[src/dtc_pkg.sv]
`timescale 1ns / 1ps

package dtc_pkg;

    localparam int ADDR_W = 5;
    localparam int DATA_W = 32;

    localparam logic OP_READING = 1'b0;
    localparam logic OP_CONTROL = 1'b1;

    typedef enum logic [2:0] {
        REG_DELTA_ON       = 3'd0,
        REG_DELTA_OFF      = 3'd1,
        REG_LIMIT_HYS      = 3'd2,
        REG_MIN_SOURCE     = 3'd3,
        REG_MAX_TANK       = 3'd4,
        REG_FAILSAFE       = 3'd5,
        REG_POLARITY       = 3'd6,
        REG_CONFIGURED     = 3'd7
    } reg_index_t;

    typedef enum logic [1:0] {
        MODE_AUTO       = 2'd0,
        MODE_MANUAL_OFF = 2'd1,
        MODE_MANUAL_ON  = 2'd2,
        MODE_FAILSAFE   = 2'd3
    } mode_t;

    localparam int FLAG_NO_CONFIG  = 0;
    localparam int FLAG_SRC_FAULT  = 1;
    localparam int FLAG_TANK_FAULT = 2;
    localparam int FLAG_FALLBACK   = 3;
    localparam int FLAG_MIN_LIMIT  = 4;
    localparam int FLAG_MAX_LIMIT  = 5;

    localparam logic signed [15:0] PLAUS_LOW       = -16'sd5500;
    localparam logic signed [15:0] PLAUS_HIGH      = 16'sd12500;
    localparam logic signed [15:0] EXCLUDE_LOW     = 16'sd8499;
    localparam logic signed [15:0] EXCLUDE_HIGH    = 16'sd8501;
    localparam logic [13:0]        LIMIT_MAX       = 14'd9500;
    localparam logic [13:0]        TMIN_DEFAULT    = 14'd3000;
    localparam logic [13:0]        TMAX_DEFAULT    = 14'd7000;
    localparam logic signed [17:0] DELTA_OFF_MARGIN = 18'sd10;

    typedef struct packed {
        logic               operation;
        logic [31:0]        now_ms;
        logic signed [15:0] reading_source;
        logic signed [15:0] reading_tank;
        logic               auto_mode;
        logic               manual_level;
    } in_t;

    typedef struct packed {
        logic               output_on;
        logic               relay_pin;
        logic [5:0]         alarm_bits;
        logic [1:0]         mode_code;
        logic               difference_valid;
        logic signed [15:0] difference;
    } out_t;

    typedef struct packed {
        logic [11:0]        delta_on;
        logic signed [12:0] delta_off;
        logic [9:0]         limit_hysteresis;
        logic [13:0]        min_source_temp;
        logic [13:0]        max_tank_temp;
        logic               failsafe_level;
        logic               relay_polarity_high;
        logic               sensors_configured;
    } cfg_t;

    localparam cfg_t CFG_RESET = '{
        delta_on:            12'd200,
        delta_off:           13'sd50,
        limit_hysteresis:    10'd50,
        min_source_temp:     14'd3000,
        max_tank_temp:       14'd7000,
        failsafe_level:      1'b1,
        relay_polarity_high: 1'b1,
        sensors_configured:  1'b0
    };

    typedef struct packed {
        logic output_state;
        logic min_blocked;
        logic max_blocked;
    } ctl_state_t;

    function automatic logic plausible(input logic signed [15:0] t);
        plausible = (t >= PLAUS_LOW) && (t <= PLAUS_HIGH) &&
                    !((t >= EXCLUDE_LOW) && (t <= EXCLUDE_HIGH));
    endfunction

endpackage

[src/dtc_regs.sv]
`timescale 1ns / 1ps

module dtc_regs (
    input  logic                      clk,
    input  logic                      rst_n,
    input  logic                      psel,
    input  logic                      penable,
    input  logic                      pwrite,
    input  logic [dtc_pkg::ADDR_W-1:0] paddr,
    input  logic [dtc_pkg::DATA_W-1:0] pwdata,
    output logic [dtc_pkg::DATA_W-1:0] prdata,
    output logic                      pready,
    output dtc_pkg::cfg_t             cfg
);

    dtc_pkg::cfg_t       cfg_reg;
    dtc_pkg::cfg_t       cfg_next;
    dtc_pkg::reg_index_t idx;
    logic                wr_en;

    assign idx    = dtc_pkg::reg_index_t'(paddr[4:2]);
    assign wr_en  = psel && penable && pwrite;
    assign pready = 1'b1;
    assign cfg    = cfg_reg;

    always_comb
    begin
        cfg_next = cfg_reg;
        if (wr_en)
        begin
            case (idx)
                dtc_pkg::REG_DELTA_ON:   cfg_next.delta_on            = pwdata[11:0];
                dtc_pkg::REG_DELTA_OFF:  cfg_next.delta_off           = pwdata[12:0];
                dtc_pkg::REG_LIMIT_HYS:  cfg_next.limit_hysteresis    = pwdata[9:0];
                dtc_pkg::REG_MIN_SOURCE: cfg_next.min_source_temp     = pwdata[13:0];
                dtc_pkg::REG_MAX_TANK:   cfg_next.max_tank_temp       = pwdata[13:0];
                dtc_pkg::REG_FAILSAFE:   cfg_next.failsafe_level      = pwdata[0];
                dtc_pkg::REG_POLARITY:   cfg_next.relay_polarity_high = pwdata[0];
                dtc_pkg::REG_CONFIGURED: cfg_next.sensors_configured  = pwdata[0];
                default:                 cfg_next = cfg_reg;
            endcase
        end
    end

    always_ff @(posedge clk or negedge rst_n)
    begin
        if (!rst_n)
        begin
            cfg_reg <= dtc_pkg::CFG_RESET;
        end
        else
        begin
            cfg_reg <= cfg_next;
        end
    end

    always_comb
    begin
        case (idx)
            dtc_pkg::REG_DELTA_ON:   prdata = {20'd0, cfg_reg.delta_on};
            dtc_pkg::REG_DELTA_OFF:  prdata = {19'd0, cfg_reg.delta_off};
            dtc_pkg::REG_LIMIT_HYS:  prdata = {22'd0, cfg_reg.limit_hysteresis};
            dtc_pkg::REG_MIN_SOURCE: prdata = {18'd0, cfg_reg.min_source_temp};
            dtc_pkg::REG_MAX_TANK:   prdata = {18'd0, cfg_reg.max_tank_temp};
            dtc_pkg::REG_FAILSAFE:   prdata = {31'd0, cfg_reg.failsafe_level};
            dtc_pkg::REG_POLARITY:   prdata = {31'd0, cfg_reg.relay_polarity_high};
            dtc_pkg::REG_CONFIGURED: prdata = {31'd0, cfg_reg.sensors_configured};
            default:                 prdata = '0;
        endcase
    end

endmodule

[src/dtc_eval.sv]
`timescale 1ns / 1ps

module dtc_eval (
    input  dtc_pkg::in_t               item,
    input  dtc_pkg::cfg_t              cfg,
    input  logic [1:0]                 sensor_ok,
    input  logic signed [15:0]         t_source,
    input  logic signed [15:0]         t_tank,
    input  dtc_pkg::ctl_state_t        state,
    output dtc_pkg::ctl_state_t        state_next,
    output dtc_pkg::out_t              result
);

    logic               fault;
    logic               both_ok;
    logic [13:0]        tmin;
    logic [13:0]        tmax;
    logic signed [17:0] t1;
    logic signed [17:0] t2;
    logic signed [17:0] tmin_s;
    logic signed [17:0] tmax_s;
    logic signed [17:0] hys_s;
    logic signed [17:0] don_s;
    logic signed [17:0] doff_raw;
    logic signed [17:0] doff;
    logic signed [17:0] d;
    logic               nb_min;
    logic               nb_max;
    logic               desired;
    logic [5:0]         alarm;
    dtc_pkg::mode_t     mode;

    assign both_ok  = sensor_ok[0] && sensor_ok[1];
    assign fault    = !both_ok;
    assign tmin     = (cfg.min_source_temp > dtc_pkg::LIMIT_MAX) ?
                      dtc_pkg::TMIN_DEFAULT : cfg.min_source_temp;
    assign tmax     = (cfg.max_tank_temp > dtc_pkg::LIMIT_MAX) ?
                      dtc_pkg::TMAX_DEFAULT : cfg.max_tank_temp;
    assign t1       = {{2{t_source[15]}}, t_source};
    assign t2       = {{2{t_tank[15]}}, t_tank};
    assign tmin_s   = {4'd0, tmin};
    assign tmax_s   = {4'd0, tmax};
    assign hys_s    = {8'd0, cfg.limit_hysteresis};
    assign don_s    = {6'd0, cfg.delta_on};
    assign doff_raw = {{5{cfg.delta_off[12]}}, cfg.delta_off};
    assign doff     = (doff_raw >= don_s) ? (don_s - dtc_pkg::DELTA_OFF_MARGIN) : doff_raw;
    assign d        = t1 - t2;

    assign nb_min = state.min_blocked ? !(t1 >= tmin_s + hys_s) : (t1 < tmin_s);
    assign nb_max = state.max_blocked ? !(t2 <= tmax_s - hys_s) : (t2 >= tmax_s);

    always_comb
    begin
        state_next = state;
        alarm      = '0;
        desired    = state.output_state;
        if (!cfg.sensors_configured)
        begin
            alarm[dtc_pkg::FLAG_NO_CONFIG] = 1'b1;
            desired = 1'b0;
        end
        else if (!item.auto_mode)
        begin
            desired = item.manual_level;
        end
        else if (fault)
        begin
            alarm[dtc_pkg::FLAG_SRC_FAULT]  = !sensor_ok[0];
            alarm[dtc_pkg::FLAG_TANK_FAULT] = !sensor_ok[1];
            alarm[dtc_pkg::FLAG_FALLBACK]   = 1'b1;
            desired = cfg.failsafe_level;
        end
        else
        begin
            state_next.min_blocked = nb_min;
            state_next.max_blocked = nb_max;
            if (nb_min)
            begin
                alarm[dtc_pkg::FLAG_MIN_LIMIT] = 1'b1;
                desired = 1'b0;
            end
            else if (nb_max)
            begin
                alarm[dtc_pkg::FLAG_MAX_LIMIT] = 1'b1;
                desired = 1'b0;
            end
            else if (d >= don_s)
            begin
                desired = 1'b1;
            end
            else if (d <= doff)
            begin
                desired = 1'b0;
            end
        end
        state_next.output_state = desired;
    end

    always_comb
    begin
        if (item.auto_mode)
        begin
            mode = fault ? dtc_pkg::MODE_FAILSAFE : dtc_pkg::MODE_AUTO;
        end
        else
        begin
            mode = item.manual_level ? dtc_pkg::MODE_MANUAL_ON : dtc_pkg::MODE_MANUAL_OFF;
        end
    end

    always_comb
    begin
        result.output_on        = desired;
        result.relay_pin        = cfg.relay_polarity_high ? desired : !desired;
        result.alarm_bits       = alarm;
        result.mode_code        = mode;
        result.difference_valid = both_ok;
        result.difference       = both_ok ? d[15:0] : 16'sd0;
    end

endmodule

[src/differential_thermostat_control.sv]
// Differential thermostat with hysteresis on signed centidegree readings. A reading transaction
// (operation 0) stores each plausible sensor value with its timestamp and returns nothing; a
// control transaction (operation 1) returns one result: logical output, relay level, alarm
// mask, mode and the source minus tank difference. One transaction is accepted per cycle while
// in_stall is low; a control result passes through the input register and the result register
// around a single pass of compare logic. While the result register is stalled, a control
// transaction waits in the input register and the input stalls behind it, but reading
// transactions still drain. A sensor counts as valid for STALE_MS milliseconds after its last
// plausible reading, by wrapping 32-bit time. The user writes configuration through the APB
// port only while no transaction is in flight; the block itself does not enforce this.
`timescale 1ns / 1ps

module differential_thermostat_control #(
    parameter int unsigned STALE_MS = 12000
) (
    input  logic                       clk,
    input  logic                       rst_n,
    input  logic                       in_valid,
    output logic                       in_stall,
    input  dtc_pkg::in_t               in_data,
    output logic                       out_valid,
    input  logic                       out_stall,
    output dtc_pkg::out_t              out_data,
    input  logic                       psel,
    input  logic                       penable,
    input  logic                       pwrite,
    input  logic [dtc_pkg::ADDR_W-1:0] paddr,
    input  logic [dtc_pkg::DATA_W-1:0] pwdata,
    output logic [dtc_pkg::DATA_W-1:0] prdata,
    output logic                       pready
);

    dtc_pkg::cfg_t       cfg;
    logic                s1_valid_reg;
    logic                s1_valid_next;
    dtc_pkg::in_t        s1_data_reg;
    logic                out_valid_reg;
    logic                out_valid_next;
    dtc_pkg::out_t       out_data_reg;
    logic signed [15:0]  temp_reg [2];
    logic [31:0]         time_reg [2];
    logic [1:0]          present_reg;
    logic [1:0]          present_next;
    dtc_pkg::ctl_state_t ctl_reg;
    dtc_pkg::ctl_state_t ctl_next;
    dtc_pkg::ctl_state_t eval_state;
    dtc_pkg::out_t       eval_result;
    logic                in_accept;
    logic                s1_adv;
    logic                s1_is_ctl;
    logic [1:0]          store_en;
    logic [1:0]          sensor_ok;
    logic [31:0]         age [2];

    dtc_regs u_regs (
        .clk     (clk),
        .rst_n   (rst_n),
        .psel    (psel),
        .penable (penable),
        .pwrite  (pwrite),
        .paddr   (paddr),
        .pwdata  (pwdata),
        .prdata  (prdata),
        .pready  (pready),
        .cfg     (cfg)
    );

    assign s1_is_ctl = (s1_data_reg.operation == dtc_pkg::OP_CONTROL);
    assign s1_adv    = s1_valid_reg && (!s1_is_ctl || !out_valid_reg || !out_stall);
    assign in_stall  = s1_valid_reg && !s1_adv;
    assign in_accept = in_valid && !in_stall;

    assign age[0]       = s1_data_reg.now_ms - time_reg[0];
    assign age[1]       = s1_data_reg.now_ms - time_reg[1];
    assign sensor_ok[0] = present_reg[0] && (age[0] < 32'(STALE_MS));
    assign sensor_ok[1] = present_reg[1] && (age[1] < 32'(STALE_MS));

    dtc_eval u_eval (
        .item       (s1_data_reg),
        .cfg        (cfg),
        .sensor_ok  (sensor_ok),
        .t_source   (temp_reg[0]),
        .t_tank     (temp_reg[1]),
        .state      (ctl_reg),
        .state_next (eval_state),
        .result     (eval_result)
    );

    always_comb
    begin
        store_en[0] = s1_adv && !s1_is_ctl && dtc_pkg::plausible(s1_data_reg.reading_source);
        store_en[1] = s1_adv && !s1_is_ctl && dtc_pkg::plausible(s1_data_reg.reading_tank);
        present_next = present_reg | store_en;
        ctl_next     = (s1_adv && s1_is_ctl) ? eval_state : ctl_reg;

        if (in_accept)
        begin
            s1_valid_next = 1'b1;
        end
        else if (s1_adv)
        begin
            s1_valid_next = 1'b0;
        end
        else
        begin
            s1_valid_next = s1_valid_reg;
        end

        if (s1_adv && s1_is_ctl)
        begin
            out_valid_next = 1'b1;
        end
        else if (!out_stall)
        begin
            out_valid_next = 1'b0;
        end
        else
        begin
            out_valid_next = out_valid_reg;
        end
    end

    always_ff @(posedge clk or negedge rst_n)
    begin
        if (!rst_n)
        begin
            s1_valid_reg  <= 1'b0;
            out_valid_reg <= 1'b0;
            present_reg   <= 2'b00;
            ctl_reg       <= '0;
        end
        else
        begin
            s1_valid_reg  <= s1_valid_next;
            out_valid_reg <= out_valid_next;
            present_reg   <= present_next;
            ctl_reg       <= ctl_next;
        end
    end

    always_ff @(posedge clk)
    begin
        if (in_accept)
        begin
            s1_data_reg <= in_data;
        end
        if (s1_adv && s1_is_ctl)
        begin
            out_data_reg <= eval_result;
        end
        if (store_en[0])
        begin
            temp_reg[0] <= s1_data_reg.reading_source;
            time_reg[0] <= s1_data_reg.now_ms;
        end
        if (store_en[1])
        begin
            temp_reg[1] <= s1_data_reg.reading_tank;
            time_reg[1] <= s1_data_reg.now_ms;
        end
    end

    assign out_valid = out_valid_reg;
    assign out_data  = out_data_reg;

endmodule

[config.mk]
export PLATFORM = sky130hd
export DESIGN_NAME = differential_thermostat_control
export DESIGN_NICKNAME = d
export VERILOG_FILES = /design/src/dtc_pkg.sv /design/src/dtc_regs.sv /design/src/dtc_eval.sv /design/src/differential_thermostat_control.sv
export SDC_FILE = /design/constraint.sdc
export NUM_CORES = 1
export LEC_CHECK = 0
export BUFFER_PORTS_ARGS = -buffer_cell sky130_fd_sc_hd__buf_2
export CAP_MARGIN = 20
export CORE_ASPECT_RATIO = 1.5
export CORE_MARGIN = 4
export CORE_UTILIZATION = 36
export DETAILED_ROUTE_END_ITERATION = 7
export PLACE_DENSITY = 0.49
export SLEW_MARGIN = 20
export SYNTH_ARGS = -nofsm -noshare
export SYNTH_HDL_FRONTEND = slang
export SYNTH_SLANG_ARGS = --single-unit
[constraint.sdc]
create_clock -name clk -period 7.96 [get_ports clk]
set_input_delay 0.796 -clock clk [delete_from_list [all_inputs] [get_ports clk]]
set_output_delay 0.796 -clock clk [all_outputs]
set_load 0.01 [all_outputs]
After elaboration in Yosys (flattened, before gate mapping) --
Memories as Yosys holds them, arrays and structs flattened. Index checks and enable logic that the tools add are counted. Widths: inputs -> output; s select.
Cells by class: $add $sub $neg 6, $lt $le $gt $ge 19, equal/unequal tests 8, mux-type cells 29, bitwise operators 4, reductions and logical operators 47
Operator list (count):
- $pmux 32 s8 | 1
- $le 16x15->1 const B | 4
- $lt 32x14->1 const B | 2
- $sub 32x32->32 | 2
- $ge 16x14->1 const B | 2
- $ge 16x15->1 const B | 2
- $gt 14x14->1 const B | 2
- $mux 14 | 2
- $mux 1 | 21
- $ge 18x13->1 | 1
- $le 18x18->1 | 1
- $logic_and 1x1->1 | 18
- $mux 18 | 1
- $reduce_and 2->1 | 9
- $sub 16x16->17 | 1
- $ge 16x15->1 | 1
- $ge 16x16->1 | 1
- $le 16x15->1 | 1
- $lt 16x15->1 | 1
- $add 14x10->15 | 1
- $sub 14x10->15 | 1
- $ge 13x13->1 | 1
- $sub 12x4->13 const B | 1
- $eq 3x3->1 const B | 4
- 15 further kinds | 32
Storage, ports and cells: flip-flop bits (word level) 167, RAM bits 96, input bits 111, output and inout bits 62, logic and storage cells 145, memories kept 2
Memories:
- time_reg | depth 2, width 32, read ports 2, clocked after Yosys merged registers in 0, write ports 2, RTL line differential_thermostat_control.sv:41 | logic [31:0] time_reg [2];
- temp_reg | depth 2, width 16, read ports 2, clocked after Yosys merged registers in 0, write ports 2, RTL line differential_thermostat_control.sv:40 | logic signed [15:0] temp_reg [2];

Longest topological paths before layout --
Gate-level depths: netlist of run 1.
depth after elaboration 13, mapped depth 32, gate-level depth less buffers 31

By module --
From an unflattened synthesis of run 1, not the netlist that was laid out.
Unflattened totals: cell total of the unflattened synthesis 1709, area, all modules 17959.7 um^2
By module, submodules not included:
- differential_thermostat_control | instances 1, cells an instance 789, area each 9843.2 um^2, sequential area each 5880.6 um^2
- dtc_eval | instances 1, cells an instance 671, area each 4897.2 um^2, sequential area each 0.0 um^2
- dtc_regs | instances 1, cells an instance 249, area each 3219.3 um^2, sequential area each 1682.9 um^2

Worst setup path before layout of run 1 --
No wires, ideal clock.
path type reg-to-reg, start register u_regs.cfg_reg (netlist bit u_regs.cfg[3]), end register out_data_reg (netlist bit out_data[25]) (data pin), setup time 281 ps, arrival 5475 ps, data required time 7679 ps, setup slack 2203 ps, stages on the path, launching flop included 32, path buffers 1, period minus slack after synthesis 5757 ps, cell sequence dfrtp_1 > o2111ai_1 > a21boi_0 > o21ai_0 > nand2_1 > nand2_1 > clkbuf_1 > nand2_1 > inv_1 > ha_1 > nor2b_1 > o21ai_0 > a21boi_0 > o21ai_0 > a21oi_1 > o21ai_0 > a21boi_0 > o21ai_0 > nor4b_1 > xor2_1 > nor2_1 > ha_1 > nand4_1 > nor3_1 > o21a_1 > a211oi_1 > mux2_2 > a32o_1 > or3_1 > or3_1 > mux2i_1 > a2111oi_1
RTL lines:
- from (decl) | RTL line dtc_regs.sv:16 | dtc_pkg::cfg_t cfg_reg;
- from (signal assigned) | RTL line dtc_regs.sv:49 | cfg_reg <= dtc_pkg::CFG_RESET;
- from (signal assigned) | RTL line dtc_regs.sv:53 | cfg_reg <= cfg_next;
- to (signal assigned) | RTL line differential_thermostat_control.sv:149 | out_data_reg <= eval_result;
- to (decl) | RTL line differential_thermostat_control.sv:39 | dtc_pkg::out_t out_data_reg;

==> impl_metrics.yaml, run 1 <==
outcome:
  status: "finished, final reports clean"
setup_path:
  startpoint: "u_regs.cfg[7]"
  cp-start-kind: "flip-flop"
  setup.worst_path.end_class: "flip-flop"
  r2r_start: "u_regs.cfg[7]"
  r2r_end: "out_data[25]"
  worst_path_largest_cell_delay_ps: 560
  crit_end: "out_data[25]"
  critical_path_peak_fanout: 11
  r2r_setup_slack_ps: 1310
  path_depth: 30
  worst-path-buf-inv: 1
  cp_top_family: "compound AO/OA/AOI/OAI gates"
  slowest_stage: "dfstp_2"
  r2r_cells: 30
  crit_type: "reg -> reg"
  cp_common_cell: "o21ai_0"
  worstPathRequired_ps: 8260
  cp.arrival_ps: 6950
routing:
  post-route-drc-count: 0
  drt_iter0_drc: 590
  dr.pass1.iters: 5
  vias: 14580
  viasPerCell: 5.447
  wl_um: 57600
  wl_per_cell_um: 21.53
  antenna_left: 0
cells_and_area:
  area_growth_pct: 12.51
  drive_above_1_share_pct: 15.50
  final_common_cell: "ha_1"
  final_core_util_pct: 41.23
  layout_common_cells: "ha_1, edfxtp_1, inv_1"
  register_area_um2: 7564
  multiInputGateArea_um2: 10240
  stdcell_area_um2: 21000
  antenna_cells: 0
  nNetsFinal: 2293
  fillers: 4992
power_and_ir_drop:
  power.density_nw_per_um2: 223.1
  clockPowerShare_pct: 29.4
  p_total_mw: 4.684
  comb_power_share_pct: 32.4
  max-vdd-ir-drop_uv: 173.0
  seqPwrFrac_pct: 38.2
  power.switching_mw: 1.603
  p_int_mw: 3.081
  p_sw_share_pct: 34.22
  leakagePower_nw: 9.004
die:
  coreArea_um2: 50930
  rows: 101
  num_io_pins: 173
  fp.dieW_um: 193.9
  initial_core_util_pct: 36.64
  die_h_um: 286.9
  dieArea_um2: 55620
timing:
  min_period_ps: 6650
  fmax_ghz: 0.1504
  drv_slew: 0
  rsz0062_at_grt: "false"
  fin_worst_skew_ps: 13.75
  hold_violations: 0
  worstMarginPinSlew_ps: 862.5
  setup_ws_ps: 1310
  setup-violations-final: 0
  fin_setup_tns_ps: 0
  slew_headroom_pct: 42.50
  period_share_pct: 83.54
place:
  place_area_um2: 20010
  place.gp.congestion: 0.9028
  dp_slack_ps: 1354
  dpl.hpwl_um: 46700
  port_buffers: 133
synthesis:
  synth_edf_count: 190
  async_reset_ff_share_pct: 27.76
  ys_ff_latch: 263
  synth.distinct_cells: 89
  synthCells: 1851
  yosysWarnings: 0
  synth_ff_type: "edfxtp_1"
  synth_seq_area_share_pct: 40.53
  syn_area_um2: 18660
  syn_avg_cell_area_um2: 10.08
hold_path:
  holdCritPathClass: "in -> async"
job:
  maxCapViolCount: 0
global_route:
  gr-usage-all-layers_pct: 20.15
  grt_pass1_vias: 15080
  grt_pass1_wl_um: 87710
  antenna_found_initial: 2
  grt_start_max_net_pins: 74
  overflow: 0
clock_network:
  ctsHoldBuffers: 0
  numCtsBuffers: 30
  cts_resized: 0
  cts_buffer_depth: 3
  cts_sinks: 263
  clkTransAtPathRegs_ps: 60
  cts_root_buf: "clkbuf_16"
  cts_setup_buffers: 0
  clk_latency_ps: 580
  cts_max_level: 1
  cts_tree: "yes"
-- metal layers --
metal  vias to the layer above  wire length, um  GRT usage [%]  share of wire, %
met5                         -                0              0                 0
met2                       283            32820          41.76                57
met3                       103             1565          1.853               2.7
met4                         0             2433          7.791               4.2
li1                       7097                -              -                 -
met1                      7093            20790          20.39                36
-- through the flow --
step           std cells  hold slack, ps
2_1_floorplan       1869           441.7
3_3_place_gp        2620           464.2
3_5_place_dp        2620           468.1
4_1_cts             2676           348.4
5_1_grt             2676           303.5
6_report            2676           237.5
-- synth_stat cells, types with 25 or more instances --
master	number	share of area, %
o21ai_0	99	2.7
nand2b_1	42	1.4
xnor2_1	50	2.3
inv_1	168	3.4
dfrtp_1	48	6.4
nand3_1	31	0.83
a21oi_1	121	3.2
ha_1	196	13
dfstp_2	25	3.5
xor2_1	27	1.3
mux2i_1	36	1.9
nor2_1	101	2.0
nor3_1	32	0.86
edfxtp_1	190	31
a21o_1	45	1.8
clkbuf_1	30	0.60
nand2_1	129	2.6
mux2_2	62	3.7
nand4_1	33	1.1
-- worst min path at each step --
stage	slack [ps]	from	endpoint	cells past startpoint
after floorplan	440	s1_data_reg[5]	temp_reg[0][19]	0
after global placement	460	s1_data_reg[2]	temp_reg[0][16]	0
after detailed placement	470	s1_data_reg[2]	temp_reg[0][16]	0
after CTS	350	in_data[9]	s1_data_reg[9]	1
after global routing	300	rst_n	u_regs.cfg[55]	1
final	240	rst_n	u_regs.cfg[55]	1
-- kinds of logic after synthesis --
logic type | after synthesis | share of synthesized area (%)
adders and majority gates | 199 | 13.46
other | 2 | 0.04024
xor gates and xnor gates | 77 | 3.614
AOI/OAI and AO/OA | 463 | 16.27
and+or+nand+nor | 518 | 14.93
muxes | 101 | 6.034
DFF | 263 | 40.53
buffers and inverters | 228 | 5.122
-- area by class of cell --
cell class | instances | area share [%]
Timing Repair Buffer | 142 | 3.522
Sequential cell | 263 | 36.02
Multi-Input combinational cell | 1378 | 48.78
Inverter | 168 | 3.003
Clock buffer | 41 | 4.118
Clock inverter | 15 | 0.5661
Tap cell | 669 | 3.987
-- worst register-to-register path, delay by kind of cell, from the launching register on --
| kind | cells | cell delay [ps] |
|---|---|---|
| AO/OA/AOI/OAI | 14 | 2450 |
| AND/OR/NAND/NOR | 10 | 2030 |
| adder cells (fa/ha/maj) | 2 | 570 |
| flip-flops | 1 | 560 |
| multiplexers | 2 | 520 |
| XOR/XNOR | 1 | 180 |
| buffers and inverters | 1 | 60 |
-- power by group through the flow --
stage               logic [mW]  registers (mW)  clock network (mW)
floorplan                 1.15            1.72                   0
global placement          1.49            1.82                   0
detailed placement        1.51            1.82                   0
CTS                       1.52            1.79                1.42
global route              1.72            1.80                1.47
finish                    1.52            1.79                1.38
Power figures use the tool's default switching activity.
==> inputs of run 2 (changes only) <==
- clock period: 7.96 -> 6.4 ns (I/O delays scaled with it)
==> run 2 against run 1 <==
Effect of this change: clock power increased by 25%; non-clock buffer count is 11 higher; largest cell class unchanged; die area is the same; sequential cell count unchanged.
==> impl_metrics.yaml, run 2 (synthesized netlist as in run 1, its figures left out) <==
timing:
  fmax_ghz: 0.1649
  hold_violations: 0
  fin_worst_skew_ps: 15.66
  worstMarginPinSlew_ps: 776.8
  slew_headroom_pct: 47.66
  setup-violations-final: 0
  min_period_ps: 6065
  rsz0062_at_grt: "false"
  setup_ws_ps: 334.9
  whs_ps: 101.3
  drv_slew: 0
  fin_setup_tns_ps: 0
  period_share_pct: 94.77
setup_path:
  r2r_start: "u_regs.cfg[7]"
  critical_path_peak_fanout: 5
  crit_end: "out_data[25]"
  r2r_setup_slack_ps: 330
  cp_common_cell: "o21ai_1"
  startpoint: "u_regs.cfg[7]"
  cp.arrival_ps: 6360
  setup.worst_path.end_class: "flip-flop"
  path_depth: 30
  worstPathRequired_ps: 6690
  cp_top_family: "compound AO/OA/AOI/OAI gates"
  r2r_cells: 30
  r2r_end: "out_data[25]"
  worst_path_largest_cell_delay_ps: 570
  crit_type: "reg -> reg"
  slowest_stage: "dfstp_2"
  worst-path-buf-inv: 1
  cp-start-kind: "flip-flop"
place:
  dpl.hpwl_um: 47030
  port_buffers: 133
  dp_slack_ps: -74.01
  place.gp.congestion: 0.8939
die:
  die_h_um: 286.9
  coreArea_um2: 50930
  fp.dieW_um: 193.9
  dieArea_um2: 55620
  initial_core_util_pct: 36.64
  rows: 101
  num_io_pins: 173
job:
  maxCapViolCount: 0
global_route:
  antenna_found_initial: 1
  grt_pass1_vias: 14930
  grt_start_max_net_pins: 74
  grt_pass1_wl_um: 86490
  overflow: 0
  gr-usage-all-layers_pct: 19.96
clock_network:
  clk_latency_ps: 580
  cts_sinks: 263
  cts_tree: "yes"
  cts_buffer_depth: 3
  cts_root_buf: "clkbuf_16"
  ctsHoldBuffers: 0
  numCtsBuffers: 29
  clkTransAtPathRegs_ps: 70
  cts_max_level: 1
routing:
  post-route-drc-count: 0
  dr.pass1.iters: 5
  wl_per_cell_um: 21.40
  drt_iter0_drc: 566
  wl_um: 57440
  viasPerCell: 5.435
  vias: 14590
  antenna_left: 0
outcome:
  status: "finished, final reports clean"
cells_and_area:
  drive_above_1_share_pct: 16.33
  nNetsFinal: 2303
  layout_common_cells: "ha_1, edfxtp_1, inv_1"
  area_growth_pct: 13.27
  antenna_cells: 0
  final_common_cell: "ha_1"
hold_path:
  holdCritPathClass: "in -> async"
power_and_ir_drop:
  power.density_nw_per_um2: 278.4
  p_total_mw: 5.884
  leakagePower_nw: 9.073
  max-vdd-ir-drop_uv: 202.5
run 2: changes by cell type in the layout (fill, tap and decap cells not counted), sizes merged:
| cell | previous run | this run |
|---|---|---|
| bufinv | 1 | 4 |
| buf | 142 | 153 |
| clkbuf | 41 | 31 |
| inv | 169 | 173 |
run 2: worst min path at each step:
stage	startpoint	end	slack, ps	cells past startpoint
global route	rst_n	u_regs.cfg[41]	130	1
detailed placement	s1_data_reg[5]	temp_reg[0][19]	480	0
finish	rst_n	u_regs.cfg[54]	100	1
CTS	in_data[42]	s1_data_reg[42]	190	1
global placement	s1_data_reg[2]	temp_reg[0][16]	460	0
floorplan	rst_n	ctl_reg[0]	340	0
run 2: timing repair:
action / in CTS / in global routing
resized for setup: 4 / 20
buffers inserted: 0 / 1
endpoints found under the setup margin: 1 / 3
pin swaps: 0 / 11
run 2: per-stage QoR:
| stage | std cells | cell area, um2 | util, % |
|---|---|---|---|
| 2_1_floorplan | 1869 | 18730 | - |
| 5_1_grt | 2684 | 21140 | 41.51 |
| 6_report | 2684 | 21140 | 41.51 |
| 3_3_place_gp | 2630 | 20090 | 39.46 |
| 4_1_cts | 2683 | 21080 | 41.39 |
| 3_5_place_dp | 2630 | 20100 | 39.47 |
run 2: power breakdown:
group / leakage [nW] / internal (mW) / total (mW) / switching, mW
Clock: 0.458 / 0.994 / 1.72 / 0.721
Combinational: 5.98 / 0.868 / 1.95 / 1.09
Sequential: 2.64 / 2.01 / 2.21 / 0.204
Total: 9.07 / 3.87 / 5.88 / 2.01
run 2: metal layers:
metal / vias up / track usage [%] / wire length (um)
met5: - / 0 / 0
met4: 0 / 9.040 / 2946
met3: 110 / 2.134 / 1767
met2: 312 / 40.78 / 32050
met1: 7050 / 19.93 / 20680
li1: 7115 / - / -
run 2: final cells by class:
class,count,area [um2]
Tap cell,669,837.1
Fill cell,4977,29790
Timing Repair Buffer,153,834.6
Inverter,168,630.6
Sequential cell,263,7564
Clock inverter,22,231.5
Clock buffer,31,733.2
Multi-Input combinational cell,1378,10310
